## config.mk

```make
export PLATFORM = sky130hd
export DESIGN_NAME = rtbs_ctrl
export DESIGN_NICKNAME = d
export VERILOG_FILES = /design/src/rtbs_pkg.sv /design/src/rtbs_ctrl.sv
export VERILOG_INCLUDE_DIRS = /design/src /design/src/src
export SDC_FILE = /design/constraint.sdc
export NUM_CORES = 1
export LEC_CHECK = 0
export BUFFER_PORTS_ARGS = -buffer_cell sky130_fd_sc_hd__buf_2
export CAP_MARGIN = 20
export CORE_AREA = 2 2 162 164
export DETAILED_ROUTE_END_ITERATION = 10
export DIE_AREA = 0 0 164 166
export GPL_ROUTABILITY_DRIVEN = 0
export PLACE_DENSITY = 0.69
export SLEW_MARGIN = 25
export SYNTH_ARGS = -nofsm -noshare
export SYNTH_HDL_FRONTEND = slang
export SYNTH_SLANG_ARGS = --single-unit
```

## constraint.sdc

```tcl
create_clock -name clk -period 7.69 [get_ports clk]
set_clock_uncertainty 0.15 [all_clocks]
set_input_delay 1.1535 -clock clk [delete_from_list [all_inputs] [get_ports clk]]
set_output_delay 1.1535 -clock clk [all_outputs]
set_load 0.01 [all_outputs]
```

## src/route_table_binary_search_macros.svh

```systemverilog
// ----------------------------------------------------------------------------
// Route table assertion macros
// Shared concurrent assertion forms, clocked on clk and disabled in reset.
// ----------------------------------------------------------------------------
`ifndef ROUTE_TABLE_BINARY_SEARCH_MACROS_SVH
`define ROUTE_TABLE_BINARY_SEARCH_MACROS_SVH

// Same-cycle implication.
`define RTBS_ASSERT_IMPL(label, ante, cons, msg) \
	label: assert property (@(posedge clk) disable iff (!arst_n) (ante) |-> (cons)) \
		else $error(msg);

// Next-cycle implication.
`define RTBS_ASSERT_NEXT(label, ante, cons, msg) \
	label: assert property (@(posedge clk) disable iff (!arst_n) (ante) |=> (cons)) \
		else $error(msg);

`endif

```

## src/rtbs_pkg.sv

```systemverilog
`timescale 1ns / 1ps
// ----------------------------------------------------------------------------
// Route table package
// Beat types, table entry type, opcodes and default sizes.
// ----------------------------------------------------------------------------
package rtbs_pkg;

	localparam int DEFAULT_TABLE_DEPTH = 1024;
	localparam int COUNT_W = 11;

	localparam logic OPC_WRITE  = 1'b0;
	localparam logic OPC_LOOKUP = 1'b1;

	typedef struct packed {
		logic        opcode;
		logic [9:0]  entry_index;
		logic [31:0] entry_prefix;
		logic [31:0] entry_mask;
		logic [31:0] entry_next_hop;
		logic [1:0]  entry_port;
		logic [31:0] dest_addr;
	} req_t;

	typedef struct packed {
		logic        hit;
		logic [9:0]  found_index;
		logic [31:0] found_next_hop;
		logic [1:0]  found_port;
	} rsp_t;

	typedef struct packed {
		logic [31:0] prefix;
		logic [31:0] mask;
		logic [31:0] gateway;
		logic [1:0]  port;
	} entry_t;

	typedef struct packed {
		logic   en;
		entry_t entry;
	} tbl_wr_t;

endpackage

```

## src/rtbs_ctrl.sv

```systemverilog
`timescale 1ns / 1ps
// ----------------------------------------------------------------------------
// Route table search control
// Accepts beats, issues table writes and runs the binary search probes.
// ----------------------------------------------------------------------------
`include "route_table_binary_search_macros.svh"

module rtbs_ctrl #(
	parameter int TABLE_DEPTH = rtbs_pkg::DEFAULT_TABLE_DEPTH,
	localparam int AW = $clog2(TABLE_DEPTH),
	localparam int CW = $clog2(TABLE_DEPTH + 1)
) (
	input  logic              clk,
	input  logic              arst_n,
	input  logic              req_valid,
	output logic              req_ready,
	input  rtbs_pkg::req_t    req,
	input  logic [CW-1:0]     count,
	output rtbs_pkg::tbl_wr_t wr,
	output logic [AW-1:0]     wr_addr,
	output logic              rd_en,
	output logic [AW-1:0]     rd_addr,
	input  rtbs_pkg::entry_t  rd_entry,
	output logic              rsp_valid,
	input  logic              rsp_ready,
	output rtbs_pkg::rsp_t    rsp
);

	localparam logic [1:0] ST_IDLE   = 2'd0;
	localparam logic [1:0] ST_SEARCH = 2'd1;
	localparam logic [1:0] ST_EMPTY  = 2'd2;

	localparam logic [CW-1:0] DEPTH_C = CW'(TABLE_DEPTH);

	logic [1:0]     state_q, state_d;
	logic [31:0]    addr_q, addr_d;
	logic [CW-1:0]  lo_q, lo_d, hix_q, hix_d, mid_q, mid_d;
	logic [31:0]    key;
	logic           key_eq, key_gt;
	logic [CW-1:0]  lo_n, hix_n, mid_n, mid_0;
	logic [CW:0]    sum_n, sum_0;
	logic           accept, rsp_free, res_load;
	logic           in_search;
	rtbs_pkg::rsp_t res_d, rsp_q;
	logic           rsp_valid_q;

	assign req_ready = (state_q == ST_IDLE);
	assign accept    = req_valid && req_ready;
	assign in_search = (state_q == ST_SEARCH);

	// Writes go straight to the table at the accepting edge.
	assign wr.en = accept && (req.opcode == rtbs_pkg::OPC_WRITE)
		&& (32'(req.entry_index) < 32'(TABLE_DEPTH));
	assign wr.entry.prefix  = req.entry_prefix;
	assign wr.entry.mask    = req.entry_mask;
	assign wr.entry.gateway = req.entry_next_hop;
	assign wr.entry.port    = req.entry_port;
	assign wr_addr          = AW'(req.entry_index);

	// Probe compare against the entry from the most recent table read.
	assign key    = addr_q & rd_entry.mask;
	assign key_eq = (key == rd_entry.prefix);
	assign key_gt = (key > rd_entry.prefix);
	assign lo_n   = key_gt ? lo_q : mid_q + CW'(1);
	assign hix_n  = key_gt ? mid_q : hix_q;
	assign sum_n  = {1'b0, lo_n} + {1'b0, hix_n} - (CW+1)'(1);
	assign mid_n  = sum_n[CW:1];
	assign sum_0  = {1'b0, count} - (CW+1)'(1);
	assign mid_0  = sum_0[CW:1];

	assign rsp_free = !rsp_valid_q || rsp_ready;

	always_comb begin
		state_d  = state_q;
		addr_d   = addr_q;
		lo_d     = lo_q;
		hix_d    = hix_q;
		mid_d    = mid_q;
		rd_en    = 1'b0;
		rd_addr  = AW'(mid_q);
		res_load = 1'b0;
		res_d    = '0;
		case (state_q)
			ST_IDLE: begin
				if (accept && (req.opcode == rtbs_pkg::OPC_LOOKUP)) begin
					addr_d = req.dest_addr;
					lo_d   = '0;
					hix_d  = count;
					if (count == '0) begin
						state_d = ST_EMPTY;
					end else begin
						rd_en   = 1'b1;
						rd_addr = AW'(mid_0);
						mid_d   = mid_0;
						state_d = ST_SEARCH;
					end
				end
			end
			ST_SEARCH: begin
				if (key_eq) begin
					// Hit: hold here until the output register frees up.
					if (rsp_free) begin
						res_load             = 1'b1;
						res_d.hit            = 1'b1;
						res_d.found_index    = 10'(mid_q);
						res_d.found_next_hop = rd_entry.gateway;
						res_d.found_port     = rd_entry.port;
						state_d              = ST_IDLE;
					end
				end else if (lo_n < hix_n) begin
					rd_en   = 1'b1;
					rd_addr = AW'(mid_n);
					mid_d   = mid_n;
					lo_d    = lo_n;
					hix_d   = hix_n;
				end else if (rsp_free) begin
					res_load = 1'b1;
					state_d  = ST_IDLE;
				end
			end
			ST_EMPTY: begin
				if (rsp_free) begin
					res_load = 1'b1;
					state_d  = ST_IDLE;
				end
			end
			default: begin
				state_d = ST_IDLE;
			end
		endcase
	end

	always_ff @(posedge clk or negedge arst_n) begin
		if (!arst_n) begin
			state_q     <= ST_IDLE;
			rsp_valid_q <= 1'b0;
		end else begin
			state_q <= state_d;
			if (res_load) begin
				rsp_valid_q <= 1'b1;
			end else if (rsp_ready) begin
				rsp_valid_q <= 1'b0;
			end
		end
	end

	always_ff @(posedge clk) begin
		addr_q <= addr_d;
		lo_q   <= lo_d;
		hix_q  <= hix_d;
		mid_q  <= mid_d;
		if (res_load) begin
			rsp_q <= res_d;
		end
	end

	assign rsp_valid = rsp_valid_q;
	assign rsp       = rsp_q;

	`RTBS_ASSERT_NEXT(a_read_feeds_search, rd_en, in_search, "read issued outside search")
	`RTBS_ASSERT_IMPL(a_range_live, in_search, lo_q < hix_q && hix_q <= DEPTH_C, "bad search range")
	`RTBS_ASSERT_IMPL(a_load_when_free, res_load, rsp_free, "result overwrites pending beat")
	`RTBS_ASSERT_IMPL(a_probe_in_range, in_search, mid_q >= lo_q && mid_q < hix_q, "probe off range")

endmodule

```

==> results.sh <==
export IMPL_pwr_share_seq_pct=28.3
export IMPL_power_share_combinational_pct=48.7
export IMPL_hpwlAfterDp_microns=15200
export IMPL_totalNegativeSetupSlack_ps=0
export IMPL_cts_num_sinks=113
export IMPL_hold_ws_ps=373
export IMPL_fmax_mhz=138
export IMPL_clk_pin_slew_ps=60
export IMPL_cts_hold_fix_buffers=0
export IMPL_cts_resized=0
export IMPL_n_antenna_cell=0
export IMPL_netSwitchingPower_mw=1.35
export IMPL_io_pins=421
export IMPL_drive_gt1_share_pct=32.3
export IMPL_finalCoreUtilization_pct=35.4
export IMPL_clock_power_share_pct=23.0
export IMPL_postRouteAntennaNets=0
export IMPL_synth_flop_cell="edfxtp_1"
export IMPL_numPortBuffers=204
export IMPL_root_buffer="clkbuf_16"
export IMPL_grt_use_total_pct=14.2
export IMPL_maxCapViolations=0
export IMPL_firstDrtPassIters=5
export IMPL_cts_tree="built"
export IMPL_dpl_worst_slack_ps=371
export IMPL_routed_wl_microns=19500
export IMPL_syn_avg_cell_area_sq_um=10.5
export IMPL_ys_ff_latch=113
export IMPL_cellLeakagePower_nw=3.95
export IMPL_switching_share_pct=39.3
export IMPL_crit_fanout=11
export IMPL_endpoint_kind="output port"
export IMPL_synth_warning_count=0
export IMPL_fin_nets=1180
export IMPL_setup_viol=0
export IMPL_cts_htree_levels=4
export IMPL_ctsLongestPathBuffers=2
export IMPL_grt_max_degree=46
export IMPL_dp_cells=1175
export IMPL_critPathLaunchType="input port"
export IMPL_fin_crit_ps=7260
export IMPL_criticalPathCategory="in -> out"
export IMPL_antenna_found_initial=0
export IMPL_holdCritPathClass="reg -> reg"
export IMPL_worst_slew_pin_slew_ps=624
export IMPL_drt_initial_drc_count=370
export IMPL_crit_required_ps=6390
export IMPL_syn_nets=1049
export IMPL_synth_edf_count=110
export IMPL_period_share_pct=94.4
export IMPL_synthCells=728
export IMPL_die_area_sq_um=27200
export IMPL_stdcell_count=1207
export IMPL_numCtsBuffers=17
export IMPL_post_cts_buffers=0
export IMPL_chipWidth_microns=164
export IMPL_grt_pass1_vias=5618
export IMPL_grt_overflow=0
export IMPL_area_delta_synth_final_pct=18.6
export IMPL_clk_latency_ps=410
export IMPL_viasPerCell=4.61
export IMPL_power_internal_mw=2.08
export IMPL_final_common_cell="buf_2"
export IMPL_drv_slew=0
export IMPL_worst_slack_ps=427
export IMPL_num_rows=59
export IMPL_critical_path_arrival_ps=5960
export IMPL_p_per_area_nw_per_um2=379
export IMPL_initial_core_util_pct=29.8
export IMPL_seq_area_frac_synth_pct=44.2
export IMPL_core_area_sq_um=25600
export IMPL_synth_cell_types=64
export IMPL_peakVddDrop_mv=0.180
export IMPL_final_cell_mix="buf_2 (204), edfxtp_1 (110), and2_1 (77), inv_1 (66), ha_1 (66)"
export IMPL_status="complete, no violations"
export IMPL_drcViolationCount=0
export IMPL_final_hold_violation_count=0
export IMPL_wl_per_cell_microns=16.2
export IMPL_grt_pass1_wl_microns=29900
export IMPL_vias=5567
export IMPL_grt_setup_unrepaired="no"
export IMPL_max_slew_margin_rel_pct=58.0
export IMPL_die_h_microns=166
export IMPL_async_reset_ff_share_pct=2.65
export IMPL_synth_area_sq_um=7640
[synth_stat cells (all sizes together) (5+ instances only)]
library cell	n	area [sq um]
buf	111	825
edfxtp	110	3300
and2	77	482
ha	66	826
inv	66	248
nor2	54	210
a21oi	36	184
o21ai	24	131
nand2	23	86.3
mux2i	18	180
xor2	15	131
clkbuf	12	45.0
nand3	12	60.1
xnor2	11	96.3
a221o	8	80.1
nand4	8	50.1
nor3	7	35.0
a211oi	5	50.1
a21boi	5	37.5
a21o	5	37.5
[sequential cells by signal, summed over array words and instances (netlist names)]
register / count
rsp_valid: 1
state_q: 2
lo_q: 11
addr_q: 32
mid_q: 11
hix_q: 11
rsp: 45
[path summary, 6_finish.rpt]
kind	start	endpoint	slack (ps)	cells past startpoint
setup / recovery	rd_entry[48]	rd_addr[0]	430	21
hold / removal	state_q[0]	state_q[0]	370	1
setup reg to reg	addr_q[10]	hix_q[7]	2130	20
hold reg to reg	state_q[0]	state_q[0]	370	1
max in group asynchronous	arst_n	rsp_valid	6900	1
min in group asynchronous	arst_n	state_q[0]	380	1
[layout make-up]
class                      count  area [sq um]
clock buffer                  17           425
multi-input combinational    426          3160
fill                        2587         16600
inverter                      66           248
clock inverter                15           160
timing repair buffer         235          1270
tap                          335           419
sequential                   113          3380
[power by group through the flow]
stage | Sequential, mW | Clock, mW | Combinational [mW]
final | 0.972 | 0.791 | 1.67
after global routing | 0.990 | 0.842 | 1.85
after CTS | 0.975 | 0.814 | 1.67
after detailed placement | 0.986 | 0 | 1.65
after global placement | 0.982 | 0 | 1.62
after floorplan | 0.969 | 0 | 1.12
[per-layer routing]
metal	GRT usage (%)	vias up	wire length, microns
li1	-	2691	-
met1	19.1	2598	9110
met2	21.6	262	8530
met3	5.27	16	1710
met4	3.81	0	172
met5	0	-	0
[cells by family after synthesis]
logic type | share of synthesized area (%)
AOI/OAI and AO/OA | 9.88
xor gates and xnor gates | 2.98
adders and majority gates | 11.2
DFF | 44.2
buffers and inverters | 14.6
muxes | 2.65
and+or+nand+nor | 14.4
[per-stage QoR]
stage / power (mW) / cell area, sq um
final: 3.43 / 9060
after global routing: 3.68 / 9060
after CTS: 3.46 / 9060
after detailed placement: 2.63 / 8470
after global placement: 2.61 / 8470
after floorplan: 2.08 / 7640
[critical path, cell delays in order]
cell and delay [ps]:
buf_2 100, and2_1 150, ha_1 320, nand4_1 210, nor2_1 70, a21oi_1 180
or4b_4 540, a21oi_2 230, buf_4 220, buf_4 200, mux2i_1 310, ha_1 300
a21o_1 160, a21o_1 170, a211oi_1 240, o21ai_1 100, a211o_1 330, a22oi_2 280
o21ai_4 150, a221o_1 380, buf_2 150
(Power assumes the default switching activity.)
